[src/assert_macros.svh]
// ----------------------------------------------------------------------------
// assertion macros
// shared concurrent assertion forms for the impulse detector blocks
// ----------------------------------------------------------------------------
`ifndef ASSERT_MACROS_SVH
`define ASSERT_MACROS_SVH

// property must hold at every clock edge outside reset
`define EID_ASSERT(label, clk, rst, prop, msg) \
   label: assert property (@(posedge clk) disable iff (rst) (prop)) else $error(msg);

// condition must never be seen at a clock edge outside reset
`define EID_ASSERT_NEVER(label, clk, rst, cond, msg) \
   label: assert property (@(posedge clk) disable iff (rst) !(cond)) else $error(msg);

`endif

[src/eid_pkg.sv]
// ----------------------------------------------------------------------------
// eid_pkg
// shared types and constants for the emg impulse detector
// ----------------------------------------------------------------------------
package eid_pkg;

   localparam int WINDOW_LEN  = 16;
   localparam int CHANNELS    = 8;
   localparam int QUEUE_DEPTH = 4;

   // level word widths cover the whole window length range
   localparam int LVL_SUM_W = 16;
   localparam int LVL_CNT_W = 9;

   localparam int CSR_W     = 12;
   localparam int CSR_IDX_W = 3;
   localparam int LEVEL_W   = 12;
   localparam int COUNT8_W  = 8;

   localparam logic [CSR_IDX_W-1:0] REG_RISE_HIGH = 3'd0;
   localparam logic [CSR_IDX_W-1:0] REG_RISE_LOW  = 3'd1;
   localparam logic [CSR_IDX_W-1:0] REG_FALL_HIGH = 3'd2;
   localparam logic [CSR_IDX_W-1:0] REG_FALL_LOW  = 3'd3;
   localparam logic [CSR_IDX_W-1:0] REG_PULSE_LEN = 3'd4;
   localparam logic [CSR_IDX_W-1:0] REG_DEBOUNCE  = 3'd5;

   localparam logic [LEVEL_W-1:0]  RISE_HIGH_RST = 12'd1024;
   localparam logic [LEVEL_W-1:0]  RISE_LOW_RST  = 12'd512;
   localparam logic [LEVEL_W-1:0]  FALL_HIGH_RST = 12'd1024;
   localparam logic [LEVEL_W-1:0]  FALL_LOW_RST  = 12'd512;
   localparam logic [COUNT8_W-1:0] PULSE_LEN_RST = 8'd10;
   localparam logic [COUNT8_W-1:0] DEBOUNCE_RST  = 8'd5;

   typedef struct packed {
      logic signed [7:0] chan0;
      logic signed [7:0] chan1;
      logic signed [7:0] chan2;
      logic signed [7:0] chan3;
      logic signed [7:0] chan4;
      logic signed [7:0] chan5;
      logic signed [7:0] chan6;
      logic signed [7:0] chan7;
      logic              posing;
   } eid_req_type;

   typedef struct packed {
      logic impulse;
      logic rising_pulse;
      logic falling_pulse;
   } eid_rsp_type;

   typedef struct packed {
      logic                 posing;
      logic [LVL_SUM_W-1:0] max_sum;
      logic [LVL_CNT_W-1:0] count;
   } eid_level_type;

   typedef struct packed {
      logic not_empty;
      logic room_one;
      logic room_two;
   } eid_q_status_type;

endpackage

[src/eid_front.sv]
// ----------------------------------------------------------------------------
// eid_front
// rectifies each frame, keeps the sliding window and per-channel sums, and
// produces the peak channel sum and frame count for the detectors
// ----------------------------------------------------------------------------
module eid_front #(
   parameter int WINDOW_LEN = eid_pkg::WINDOW_LEN,
   parameter int CHANNELS   = eid_pkg::CHANNELS
) (
   input  logic                      clock,
   input  logic                      reset,
   input  logic                      req_valid,
   output logic                      req_stall,
   input  eid_pkg::eid_req_type      req_data,
   input  eid_pkg::eid_q_status_type q_status,
   output logic                      push,
   output eid_pkg::eid_level_type    push_data
);

   localparam int SLOT_W = (WINDOW_LEN > 1) ? $clog2(WINDOW_LEN) : 1;
   localparam int CNT_W  = $clog2(WINDOW_LEN + 1);
   localparam int SUM_W  = $clog2(128 * WINDOW_LEN + 1);
   localparam int MEM_W  = 8 * CHANNELS;

   logic [MEM_W-1:0]  window_mem [WINDOW_LEN];
   logic [MEM_W-1:0]  rd_ff;
   logic [SLOT_W-1:0] slot_ff, slot_in, rd_addr;
   logic [CNT_W-1:0]  fill_ff, fill_in;
   logic [SUM_W-1:0]  sums_ff [CHANNELS];
   logic [SUM_W-1:0]  sums_in [CHANNELS];
   logic              s1_valid_ff;
   logic              s1_posing_ff;
   logic [7:0]        samp [8];
   logic [7:0]        mag [CHANNELS];
   logic [MEM_W-1:0]  wdata;
   logic              accept, full;
   logic [SUM_W-1:0]  max_sum;

   assign samp[0] = req_data.chan0;
   assign samp[1] = req_data.chan1;
   assign samp[2] = req_data.chan2;
   assign samp[3] = req_data.chan3;
   assign samp[4] = req_data.chan4;
   assign samp[5] = req_data.chan5;
   assign samp[6] = req_data.chan6;
   assign samp[7] = req_data.chan7;

   assign req_stall = s1_valid_ff ? !q_status.room_two : !q_status.room_one;
   assign accept    = req_valid && !req_stall;
   assign full      = (fill_ff == CNT_W'(WINDOW_LEN));

   always_comb begin
      for (int c = 0; c < CHANNELS; c++) begin
         mag[c] = samp[c][7] ? (~samp[c] + 8'd1) : samp[c];
         wdata[8*c +: 8] = mag[c];
         sums_in[c] = sums_ff[c] - (full ? SUM_W'(rd_ff[8*c +: 8]) : '0) + SUM_W'(mag[c]);
      end
   end

   always_comb begin
      slot_in = (slot_ff == SLOT_W'(WINDOW_LEN - 1)) ? '0 : slot_ff + 1'b1;
      fill_in = full ? fill_ff : fill_ff + 1'b1;
      rd_addr = accept ? slot_in : slot_ff;
   end

   // window storage with one registered read port, prefetching the next slot
   always_ff @(posedge clock) begin
      if (accept) begin
         window_mem[slot_ff] <= wdata;
      end
      if (accept && (slot_ff == rd_addr)) begin
         rd_ff <= wdata;
      end else begin
         rd_ff <= window_mem[rd_addr];
      end
   end

   always_ff @(posedge clock) begin
      if (reset) begin
         slot_ff     <= '0;
         fill_ff     <= '0;
         s1_valid_ff <= 1'b0;
         for (int c = 0; c < CHANNELS; c++) begin
            sums_ff[c] <= '0;
         end
      end else begin
         s1_valid_ff <= accept;
         if (accept) begin
            slot_ff <= slot_in;
            fill_ff <= fill_in;
            for (int c = 0; c < CHANNELS; c++) begin
               sums_ff[c] <= sums_in[c];
            end
         end
      end
   end

   always_ff @(posedge clock) begin
      if (accept) begin
         s1_posing_ff <= req_data.posing;
      end
   end

   // peak over the updated sums
   always_comb begin
      max_sum = '0;
      for (int c = 0; c < CHANNELS; c++) begin
         if (sums_ff[c] > max_sum) begin
            max_sum = sums_ff[c];
         end
      end
   end

   assign push              = s1_valid_ff;
   assign push_data.posing  = s1_posing_ff;
   assign push_data.max_sum = eid_pkg::LVL_SUM_W'(max_sum);
   assign push_data.count   = eid_pkg::LVL_CNT_W'(fill_ff);

endmodule

[src/eid_queue.sv]
// ----------------------------------------------------------------------------
// eid_queue
// short fifo of level words between the window front and the detectors
// ----------------------------------------------------------------------------
`include "assert_macros.svh"

module eid_queue #(
   parameter int DEPTH = eid_pkg::QUEUE_DEPTH
) (
   input  logic                      clock,
   input  logic                      reset,
   input  logic                      push,
   input  eid_pkg::eid_level_type    push_data,
   input  logic                      pop,
   output eid_pkg::eid_level_type    head_data,
   output eid_pkg::eid_q_status_type q_status
);

   localparam int PTR_W = (DEPTH > 1) ? $clog2(DEPTH) : 1;
   localparam int CNT_W = $clog2(DEPTH + 1);

   eid_pkg::eid_level_type entry_ff [DEPTH];
   logic [PTR_W-1:0] wr_ptr_ff, rd_ptr_ff;
   logic [CNT_W-1:0] count_ff;

   always_ff @(posedge clock) begin
      if (push) begin
         entry_ff[wr_ptr_ff] <= push_data;
      end
   end

   always_ff @(posedge clock) begin
      if (reset) begin
         wr_ptr_ff <= '0;
         rd_ptr_ff <= '0;
         count_ff  <= '0;
      end else begin
         if (push) begin
            wr_ptr_ff <= (wr_ptr_ff == PTR_W'(DEPTH - 1)) ? '0 : wr_ptr_ff + 1'b1;
         end
         if (pop) begin
            rd_ptr_ff <= (rd_ptr_ff == PTR_W'(DEPTH - 1)) ? '0 : rd_ptr_ff + 1'b1;
         end
         if (push && !pop) begin
            count_ff <= count_ff + 1'b1;
         end else if (pop && !push) begin
            count_ff <= count_ff - 1'b1;
         end
      end
   end

   assign head_data          = entry_ff[rd_ptr_ff];
   assign q_status.not_empty = (count_ff != '0);
   assign q_status.room_one  = (count_ff < CNT_W'(DEPTH));
   assign q_status.room_two  = (count_ff < CNT_W'(DEPTH - 1));

   `EID_ASSERT(a_q_no_overflow, clock, reset, push |-> (count_ff < CNT_W'(DEPTH)), "queue push while full")
   `EID_ASSERT_NEVER(a_q_no_underflow, clock, reset, pop && (count_ff == '0), "queue pop while empty")

endmodule

[src/eid_back.sv]
// ----------------------------------------------------------------------------
// eid_back
// threshold registers, rising and falling impulse detectors, result register
// ----------------------------------------------------------------------------
`include "assert_macros.svh"

module eid_back (
   input  logic                                   clock,
   input  logic                                   reset,
   input  logic                                   csr_wr_en,
   input  logic [eid_pkg::CSR_IDX_W-1:0]          csr_index,
   input  logic [eid_pkg::CSR_W-1:0]              csr_wdata,
   input  logic                                   head_valid,
   input  eid_pkg::eid_level_type                 head_data,
   output logic                                   pop,
   output logic                                   rsp_valid,
   input  logic                                   rsp_stall,
   output eid_pkg::eid_rsp_type                   rsp_data
);

   localparam int PROD_W = eid_pkg::LEVEL_W + eid_pkg::LVL_CNT_W;
   localparam int CW     = eid_pkg::COUNT8_W;

   logic [eid_pkg::LEVEL_W-1:0] rise_high_ff, rise_low_ff, fall_high_ff, fall_low_ff;
   logic [CW-1:0]               pulse_len_ff, debounce_ff;

   logic          rise_active_ff, rise_active_in;
   logic [CW-1:0] rise_rem_ff, rise_rem_in;
   logic          fall_active_ff, fall_active_in;
   logic [CW-1:0] fall_rem_ff, fall_rem_in;
   logic [CW-1:0] rise_conf_ff, rise_conf_in;
   logic [CW-1:0] fall_conf_ff, fall_conf_in;

   logic                 rsp_valid_ff;
   eid_pkg::eid_rsp_type rsp_data_ff, rsp_data_in;

   logic [PROD_W-1:0] lhs, cnt, p_rise_high, p_rise_low, p_fall_high, p_fall_low;
   logic              load;

   assign load = head_valid && (!rsp_valid_ff || !rsp_stall);
   assign pop  = load;

   always_ff @(posedge clock) begin
      if (reset) begin
         rise_high_ff <= eid_pkg::RISE_HIGH_RST;
         rise_low_ff  <= eid_pkg::RISE_LOW_RST;
         fall_high_ff <= eid_pkg::FALL_HIGH_RST;
         fall_low_ff  <= eid_pkg::FALL_LOW_RST;
         pulse_len_ff <= eid_pkg::PULSE_LEN_RST;
         debounce_ff  <= eid_pkg::DEBOUNCE_RST;
      end else if (csr_wr_en) begin
         case (csr_index)
            eid_pkg::REG_RISE_HIGH: rise_high_ff <= csr_wdata;
            eid_pkg::REG_RISE_LOW:  rise_low_ff  <= csr_wdata;
            eid_pkg::REG_FALL_HIGH: fall_high_ff <= csr_wdata;
            eid_pkg::REG_FALL_LOW:  fall_low_ff  <= csr_wdata;
            eid_pkg::REG_PULSE_LEN: pulse_len_ff <= csr_wdata[CW-1:0];
            eid_pkg::REG_DEBOUNCE:  debounce_ff  <= csr_wdata[CW-1:0];
            default: ;
         endcase
      end
   end

   // level compare: max_sum*16 against threshold*count
   always_comb begin
      lhs         = PROD_W'({head_data.max_sum, 4'b0000});
      cnt         = PROD_W'(head_data.count);
      p_rise_high = PROD_W'(rise_high_ff) * cnt;
      p_rise_low  = PROD_W'(rise_low_ff) * cnt;
      p_fall_high = PROD_W'(fall_high_ff) * cnt;
      p_fall_low  = PROD_W'(fall_low_ff) * cnt;
   end

   always_comb begin
      rise_active_in = rise_active_ff;
      rise_rem_in    = rise_rem_ff;
      fall_active_in = fall_active_ff;
      fall_rem_in    = fall_rem_ff;
      rise_conf_in   = rise_conf_ff;
      fall_conf_in   = fall_conf_ff;
      rsp_data_in    = '0;

      // rising detector with hysteresis
      if (!rise_active_in && (lhs > p_rise_high) && !head_data.posing) begin
         rise_active_in = 1'b1;
         rise_rem_in    = pulse_len_ff;
      end
      if (rise_active_in && (rise_rem_in != '0)) begin
         rsp_data_in.rising_pulse = 1'b1;
         rise_rem_in = rise_rem_in - 1'b1;
      end
      if ((rise_rem_in == '0) && (lhs <= p_rise_low)) begin
         rise_active_in = 1'b0;
      end

      // falling detector with debounce
      if (lhs >= p_fall_high) begin
         if (rise_conf_in != '0) begin
            rise_conf_in = rise_conf_in - 1'b1;
         end
      end else begin
         rise_conf_in = debounce_ff;
      end
      if (rise_conf_in == '0) begin
         fall_active_in = 1'b1;
      end
      if (lhs <= p_fall_low) begin
         if (fall_conf_in != '0) begin
            fall_conf_in = fall_conf_in - 1'b1;
         end
      end else begin
         fall_conf_in = debounce_ff;
      end
      if (fall_active_in && (fall_conf_in == '0)) begin
         fall_active_in = 1'b0;
         fall_rem_in    = pulse_len_ff;
      end
      if (!fall_active_in && (fall_rem_in != '0)) begin
         rsp_data_in.falling_pulse = 1'b1;
         fall_rem_in = fall_rem_in - 1'b1;
      end

      rsp_data_in.impulse = rsp_data_in.rising_pulse || rsp_data_in.falling_pulse;
   end

   always_ff @(posedge clock) begin
      if (reset) begin
         rise_active_ff <= 1'b0;
         rise_rem_ff    <= '0;
         fall_active_ff <= 1'b0;
         fall_rem_ff    <= '0;
         rise_conf_ff   <= eid_pkg::DEBOUNCE_RST;
         fall_conf_ff   <= eid_pkg::DEBOUNCE_RST;
         rsp_valid_ff   <= 1'b0;
      end else begin
         if (load) begin
            rise_active_ff <= rise_active_in;
            rise_rem_ff    <= rise_rem_in;
            fall_active_ff <= fall_active_in;
            fall_rem_ff    <= fall_rem_in;
            rise_conf_ff   <= rise_conf_in;
            fall_conf_ff   <= fall_conf_in;
            rsp_valid_ff   <= 1'b1;
         end else if (!rsp_stall) begin
            rsp_valid_ff <= 1'b0;
         end
      end
   end

   always_ff @(posedge clock) begin
      if (load) begin
         rsp_data_ff <= rsp_data_in;
      end
   end

   assign rsp_valid = rsp_valid_ff;
   assign rsp_data  = rsp_data_ff;

   `EID_ASSERT(a_fall_pulse_idle, clock, reset, load |=> !(rsp_data_ff.falling_pulse && fall_active_ff), "falling pulse while fall detector armed")

endmodule

[src/emg_impulse_detector.sv]
// throughput: one word per cycle while the queue has room and rsp is not stalled
// the window memory read is prefetched one slot ahead, so it never holds up an accepted word
// reset: synchronous, active high; clears sums, counters and detector state and
// loads the threshold registers with their defaults; window memory is not cleared
// ----------------------------------------------------------------------------
// emg_impulse_detector
// moving-average envelope impulse detector over eight emg channels
// ----------------------------------------------------------------------------
module emg_impulse_detector #(
   parameter int WINDOW_LEN  = eid_pkg::WINDOW_LEN,
   parameter int CHANNELS    = eid_pkg::CHANNELS,
   parameter int QUEUE_DEPTH = eid_pkg::QUEUE_DEPTH
) (
   input  logic                          clock,
   input  logic                          reset,
   input  logic                          req_valid,
   output logic                          req_stall,
   input  eid_pkg::eid_req_type          req_data,
   output logic                          rsp_valid,
   input  logic                          rsp_stall,
   output eid_pkg::eid_rsp_type          rsp_data,
   input  logic                          csr_wr_en,
   input  logic [eid_pkg::CSR_IDX_W-1:0] csr_index,
   input  logic [eid_pkg::CSR_W-1:0]     csr_wdata
);

   eid_pkg::eid_q_status_type q_status;
   eid_pkg::eid_level_type    push_data, head_data;
   logic                      push, pop;

   eid_front #(
      .WINDOW_LEN (WINDOW_LEN),
      .CHANNELS   (CHANNELS)
   ) u_front (
      .clock     (clock),
      .reset     (reset),
      .req_valid (req_valid),
      .req_stall (req_stall),
      .req_data  (req_data),
      .q_status  (q_status),
      .push      (push),
      .push_data (push_data)
   );

   eid_queue #(
      .DEPTH (QUEUE_DEPTH)
   ) u_queue (
      .clock     (clock),
      .reset     (reset),
      .push      (push),
      .push_data (push_data),
      .pop       (pop),
      .head_data (head_data),
      .q_status  (q_status)
   );

   eid_back u_back (
      .clock      (clock),
      .reset      (reset),
      .csr_wr_en  (csr_wr_en),
      .csr_index  (csr_index),
      .csr_wdata  (csr_wdata),
      .head_valid (q_status.not_empty),
      .head_data  (head_data),
      .pop        (pop),
      .rsp_valid  (rsp_valid),
      .rsp_stall  (rsp_stall),
      .rsp_data   (rsp_data)
   );

endmodule

[config.mk]
export PLATFORM = sky130hd
export DESIGN_NAME = emg_impulse_detector
export DESIGN_NICKNAME = d
export VERILOG_FILES = /design/src/eid_pkg.sv /design/src/eid_front.sv /design/src/eid_queue.sv /design/src/eid_back.sv /design/src/emg_impulse_detector.sv
export VERILOG_INCLUDE_DIRS = /design/src /design/src/src
export SDC_FILE = /design/constraint.sdc
export NUM_CORES = 2
export LEC_CHECK = 0
export BUFFER_PORTS_ARGS = -buffer_cell sky130_fd_sc_hd__buf_2
export CAP_MARGIN = 5
export CORE_MARGIN = 1
export CORE_UTILIZATION = 30
export DETAILED_ROUTE_END_ITERATION = 7
export SLEW_MARGIN = 30
export SYNTH_ARGS = -nofsm -noshare
export SYNTH_HDL_FRONTEND = slang
export SYNTH_SLANG_ARGS = --single-unit
[constraint.sdc]
create_clock -name clock -period 18.1 [get_ports clock]
set_input_delay 3.62 -clock clock [delete_from_list [all_inputs] [get_ports clock]]
set_output_delay 3.62 -clock clock [all_outputs]
set_load 0.01 [all_outputs]
### Word level (Yosys, flattened, before mapping)

Memories as Yosys holds them, arrays and structs flattened. A register that Yosys moved wholly into a read port is not among the register bits.
Cells that the tools add are included.

* $mul: 4
* bitwise operators: 17
* add/subtract/negate cells: 34
* shift operators: 0
* reduce and logical (&&, ||, !) cells: 39
* $lt $le $gt $ge: 14
* eq/ne operators: 10
* divide/modulo/power cells: 0
* multiplexer cells: 65

Operators by type and width (number)
* 12-bit 2-to-1 mux: 16
* 8-bit 2-to-1 mux: 24
* 12-bit by 8-bit adder with 12-bit output: 8
* 12-bit subtractor: 8
* 12-bit greater-than comparator: 7
* 12-bit by 9-bit multiplier with 21-bit output: 4
* 8-bit by 1-bit adder with 8-bit output (second input constant): 8
* 8-bit NOT: 8
* 20-bit by 21-bit <= comparator with 1-bit output: 2
* 8-bit nonzero test: 4
* 8-bit by 1-bit subtractor with 8-bit output (second input constant): 4
* 8-bit logical NOT: 3
* 20-bit by 21-bit greater-or-equal comparator with 1-bit output: 1
* 20-bit by 21-bit greater-than comparator with 1-bit output: 1
* 1-bit 2-to-1 mux: 17
* 2-bit AND reduction: 7
* 12-bit by 1-bit greater-than comparator with 1-bit output (second input constant): 1
* 1-bit logical AND: 10
* 1-bit logical NOT: 10
* 2-bit 2-to-1 mux: 4
* 4-bit 2-to-1 mux: 2
* 1-bit OR: 8
* 3-bit by 2-bit equality test with 1-bit output (second input constant): 2
* 3-bit equality test (second input constant): 2
* other kinds (18): 22

* memories: 3
* RAM bits: 1192
* output and inout bits: 5
* input port bits: 85
* flip-flop bits (word level): 120
* word-level logic and storage cells: 209
* bits in latches: 0
* bits in read-only memories: 0

Memory list
* u_front.window_mem: depth 16, bits a word 64, read ports 1, clocked after memory_dff 1, wr ports 1, line eid_front.sv:25 `logic [MEM_W-1:0] window_mem [WINDOW_LEN];`
* u_front.sums_ff: depth 8, bits a word 12, read ports 8, clocked after memory_dff 0, wr ports 8, line eid_front.sv:29 `logic [SUM_W-1:0] sums_ff [CHANNELS];`
* u_queue.entry_ff: depth 4, bits a word 18, read ports 1, clocked after memory_dff 1, wr ports 1, line eid_queue.sv:22 `eid_pkg::eid_level_type entry_ff [DEPTH];`

### Longest topological paths before layout

An unclocked memory read counts as a cell.

* word-level depth: 17
* depth in mapped cells: 80

### Modules after synthesis

A second synthesis with hierarchy kept.

* cell total of the unflattened synthesis: 5964
* area, all modules: 78108.7 um^2

Modules (own cells, without submodules)
* eid_front: times used 1, sequential area each 35143.7 um^2, cells an instance 3299, area an instance 53616.4 um^2
* eid_back: times used 1, sequential area each 2072.0 um^2, cells an instance 2484, area an instance 20251.9 um^2
* eid_queue: times used 1, sequential area each 3303.2 um^2, cells an instance 181, area an instance 4240.3 um^2

### Worst setup path before layout

Ideal clock, no wire load.

* path kind: flip-flop to flip-flop
* start: mem u_front.sums_ff[0][3] (netlist bit)
* end: mem u_queue.entry_ff[0][12] (netlist bit) (data pin)
* data arrival time: 15000 ps
* buffers on the path: 10
* slack: 2954 ps
* cell stages (with the launch flop): 75
* path through: edfxtp_1 > nor4_1 > nand4_1 > nand2_1 > ha_1 > nand4_1 > a211o_1 > a31oi_1 > clkbuf_1 > clkbuf_1 > a21oi_1 > ha_1 > and3_1 > a221o_1 > a221oi_2 > a21o_2 > buf_6 > clkbuf_1 > [39 not listed] > o211ai_1 > nand2b_1 > o2111ai_1 > and2_1 > clkbuf_1 > o21ai_1 > o21ai_0 > ha_1 > nor2b_1 > o21ai_0 > nand2b_1 > a21oi_1 > nor3_1 > a2111oi_0 > nor2_1 > or3_1 > o32ai_4 > a221o_1

RTL lines (line)
* from (decl): eid_front.sv:29
* to (decl): eid_queue.sv:22

==> reports/metrics.cfg <==
[status]
status=complete, no violations

[finish]
fin_nets=6062
final.fill_count=22649
final_cells=8617
drive_gt1_frac=0.1406
area_growth_pct=13.76

[floorplan]
rows=177
die_area_um2=237500
start_util=0.3027
die_h_um=487.3
die_x_um=487.3
coreArea_um2=233400
io_pins=90

[worst_setup_path]
timing.rr.end=u_queue.entry_ff[0][9]$_DFFE_PP_
cpPeakStageDelay_ps=530
r2r_cells=65
reg2reg_slack_ps=1490
crit_arrival_ps=17220
critical_path_class=reg -> reg
critPathLaunchType=register
end_kind=register
cp.required_ps=18700
r2r-start=u_front.sums_ff[0][0]$_SDFFCE_PN0P_
slowest_stage=o22ai_4
critPathMaxFanout=29
crit_top_cell=ha_1

[sta]
hold_violations=0
slew_headroom=0.3336
setup_viol=0
fmaxAchievable_mhz=60.19
finalSetupTns_ps=0
fin_crit_ps=16610
rsz0062_at_grt=false
slew_viol_final=0
fin_crit_sh=0.9179
worst_pin_slew_ps=999.6
finClkSkew_ps=53.07

[drt]
via_count=41903
first_pass_iters=6
drt-vias-per-instance=4.863
wl_per_cell_um=19.89
wl_um=171400
drt-initial-drc-count=3191
antenna_violating_nets_post_route=0
drc=0

[yosys]
postSynthAreaPerCell_um2=13.56
ys.flop_type=edfxtp_1
ys_ff_latch=1378
netlist_area_um2=70660
synth_edf_count=1196
async_flop_share=0
synthesis.nets=5916
ys_seq_area_frac=0.5598
synth_cell_types=86
synthCells=5212
yosysWarnings=0

[global_routing]
grt_pass1_vias=43210
grt_usage=0.1455
overflow=0
grt_max_degree=111
grt_pass1_wl_um=264000
antenna_found_initial=10

[min_path]
whs_endpoint=u_back.rise_rem_ff[1]$_SDFFE_PP0P_
hold_path.class=reg -> reg
holdPathStages=2
worstHoldStart=u_back.rise_rem_ff[1]$_SDFFE_PP0P_

[clocking]
clockBufferDepth=3
insertion_delay_ps=800
cts_buffers=150
cts_num_sinks=1378
clk_pin_slew_ps=70
post_cts_buffers=0
cts_tree=done
cts_root_buffer=clkbuf_16
h-tree-depth=4

[place]
dpl.hpwl_um=106900
io_buffers=89
place.gp.congestion=0.8403
placedCellCount=8338

[pwr]
p_per_area_nw_per_um2=185.2
irDropWorstVdd_mv=0.2755
leakagePower_nw=29.35

[run]
drv_cap=0

[critical path: cells and delay by family (launching register included)]
kind                       cells  cell delay, ps
adders and majority gates      7            1980
AOI/OAI and AO/OA             27            7620
muxes                          2             750
DFF                            1             420
buffers and inverters          3             420
and+or+nand+nor               26            5230
[flip-flops by register name, indices dropped and copies added, names as in the netlist, 5 cells and up, named ones only]
| register | flops |
|---|---|
| u_front.sums_ff | 96 |
| u_back.rise_rem_ff | 8 |
| u_back.rise_conf_ff | 8 |
| u_front.rd_ff | 64 |
| u_back.fall_conf_ff | 8 |
| u_queue.entry_ff | 72 |
| u_back.fall_high_ff | 12 |
| u_front.window_mem | 1024 |
| u_back.pulse_len_ff | 8 |
| u_back.fall_rem_ff | 8 |
| u_back.rise_low_ff | 12 |
| u_back.rise_high_ff | 12 |
| u_back.debounce_ff | 8 |
| u_back.fall_low_ff | 12 |
| u_front.fill_ff | 5 |
[worst max path at each step]
stage / depth (start not counted) / start / slack (ps) / endpoint
3_3_place_gp: 65 / u_front.sums_ff[0][7]$_SDFFCE_PN0P_ / 870 / u_queue.entry_ff[0][9]$_DFFE_PP_
2_1_floorplan: 74 / u_front.sums_ff[0][3]$_SDFFCE_PN0P_ / 2950 / u_queue.entry_ff[0][12]$_DFFE_PP_
3_5_place_dp: 64 / u_front.sums_ff[0][7]$_SDFFCE_PN0P_ / 890 / u_queue.entry_ff[0][9]$_DFFE_PP_
4_1_cts: 64 / u_front.sums_ff[0][0]$_SDFFCE_PN0P_ / 840 / u_queue.entry_ff[3][9]$_DFFE_PP_
6_report: 65 / u_front.sums_ff[0][0]$_SDFFCE_PN0P_ / 1490 / u_queue.entry_ff[0][9]$_DFFE_PP_
5_1_grt: 66 / u_front.sums_ff[0][0]$_SDFFCE_PN0P_ / 20 / u_queue.entry_ff[2][14]$_DFFE_PP_
[cell families after synthesis]
logic type                 after synthesis  synth area share
AOI/OAI and AO/OA                      752           0.06900
xor gates and xnor gates               184           0.02291
buffers and inverters                  710           0.03793
muxes                                  335           0.09634
DFF                                   1378            0.5598
and+or+nand+nor                       1234           0.08389
adders and majority gates              619            0.1301
[routing by layer]
layer  GRT usage  routed length, um  vias up
li1            -                  -    19287
met4     0.03349               3058        4
met5           0                 24        -
met1      0.1946              76620    21474
met2      0.2444              82700      947
met3     0.02526               9004      191
[power breakdown]
part | switching (mW) | leakage (nW) | internal, mW
Combinational | 4.32 | 14.5 | 3.00
Sequential | 0.261 | 12.4 | 4.19
Clock | 1.30 | 2.44 | 1.81
Total | 5.88 | 29.4 | 9.00
[timing repair]
| item | in CTS | in global routing |
|---|---|---|
| resized for setup | 0 | 4 |
| endpoints found under the setup margin | 0 | 48 |
| hold buffers | 0 | 0 |
[through the flow]
step | setup WS (ps) | cell area, um^2 | total power, mW | util | hold slack [ps]
after floorplan | 2954 | 70660 | 9.970 | - | 428.4
after global placement | 867.6 | 75240 | 11.64 | 0.3223 | 438.8
after detailed placement | 887.4 | 75280 | 11.82 | 0.3225 | 447.4
after CTS | 843.4 | 80340 | 14.97 | 0.3442 | 456.4
after global routing | 22.10 | 80380 | 16.00 | 0.3444 | 479.6
final | 1485 | 80380 | 14.88 | 0.3444 | 454.5
[cell usage in the layout, fill, tap and decap left out, types with 33 or more instances in the layout]
cell       count
edfxtp_1    1196
nand2_1      528
inv_1        510
ha_1         426
mux4_2       274
a21oi_1      237
and2_1       211
nor2_1       194
fa_1         193
dfxtp_1      182
clkbuf_16    152
xnor2_1      148
buf_4         96
o21ai_0       91
buf_2         88
a211oi_1      86
a21o_1        74
a31oi_1       71
o21bai_1      69
nand2b_1      50
mux2i_1       44
nor3_1        42
clkbuf_1      41
nor2b_1       34
xor2_1        33
[synth_stat cells, types with 5 or more instances]
cell type | instances | share of area
edfxtp_1 | 1196 | 0.51
nand2_1 | 528 | 0.028
inv_1 | 510 | 0.027
ha_1 | 426 | 0.075
mux4_2 | 274 | 0.087
a21oi_1 | 239 | 0.017
and2_1 | 225 | 0.020
nor2_1 | 196 | 0.010
fa_1 | 193 | 0.055
dfxtp_1 | 182 | 0.052
clkbuf_1 | 160 | 0.0085
xnor2_1 | 149 | 0.018
o21ai_0 | 99 | 0.0070
a211oi_1 | 86 | 0.0091
a21o_1 | 74 | 0.0079
a31oi_1 | 73 | 0.0065
o21bai_1 | 69 | 0.0073
nand2b_1 | 52 | 0.0046
mux2i_1 | 45 | 0.0064
nor3_1 | 43 | 0.0030
nor2b_1 | 34 | 0.0030
xor2_1 | 34 | 0.0042
buf_1 | 33 | 0.0018
nand3_1 | 29 | 0.0021
nand4_1 | 25 | 0.0022
or3_1 | 23 | 0.0020
o31ai_1 | 15 | 0.0016
mux2_2 | 14 | 0.0022
a221o_1 | 13 | 0.0018
nor4_1 | 13 | 0.0012
o211ai_1 | 13 | 0.0014
nand3b_1 | 12 | 0.0013
o21a_1 | 12 | 0.0013
and3_1 | 11 | 0.00097
or4b_2 | 8 | 0.0011
a2111oi_0 | 7 | 0.00087
nor3b_1 | 6 | 0.00064
a211o_1 | 5 | 0.00062
and4_1 | 5 | 0.00062
or2_2 | 5 | 0.00044
[cell type report]
type | instances | area, um^2 | area share
clock inverters | 71 | 928.4 | 0.01155
clock buffers | 206 | 4136 | 0.05146
repair buffers | 192 | 1286 | 0.01600
flip-flops and latches | 1378 | 39560 | 0.4921
well taps | 3132 | 3919 | 0.04875
inverters | 512 | 1922 | 0.02391
diodes | 2 | 5.005 | 0.00006226
multi-input cells | 3124 | 28630 | 0.3562
(Power assumes the default switching activity.)
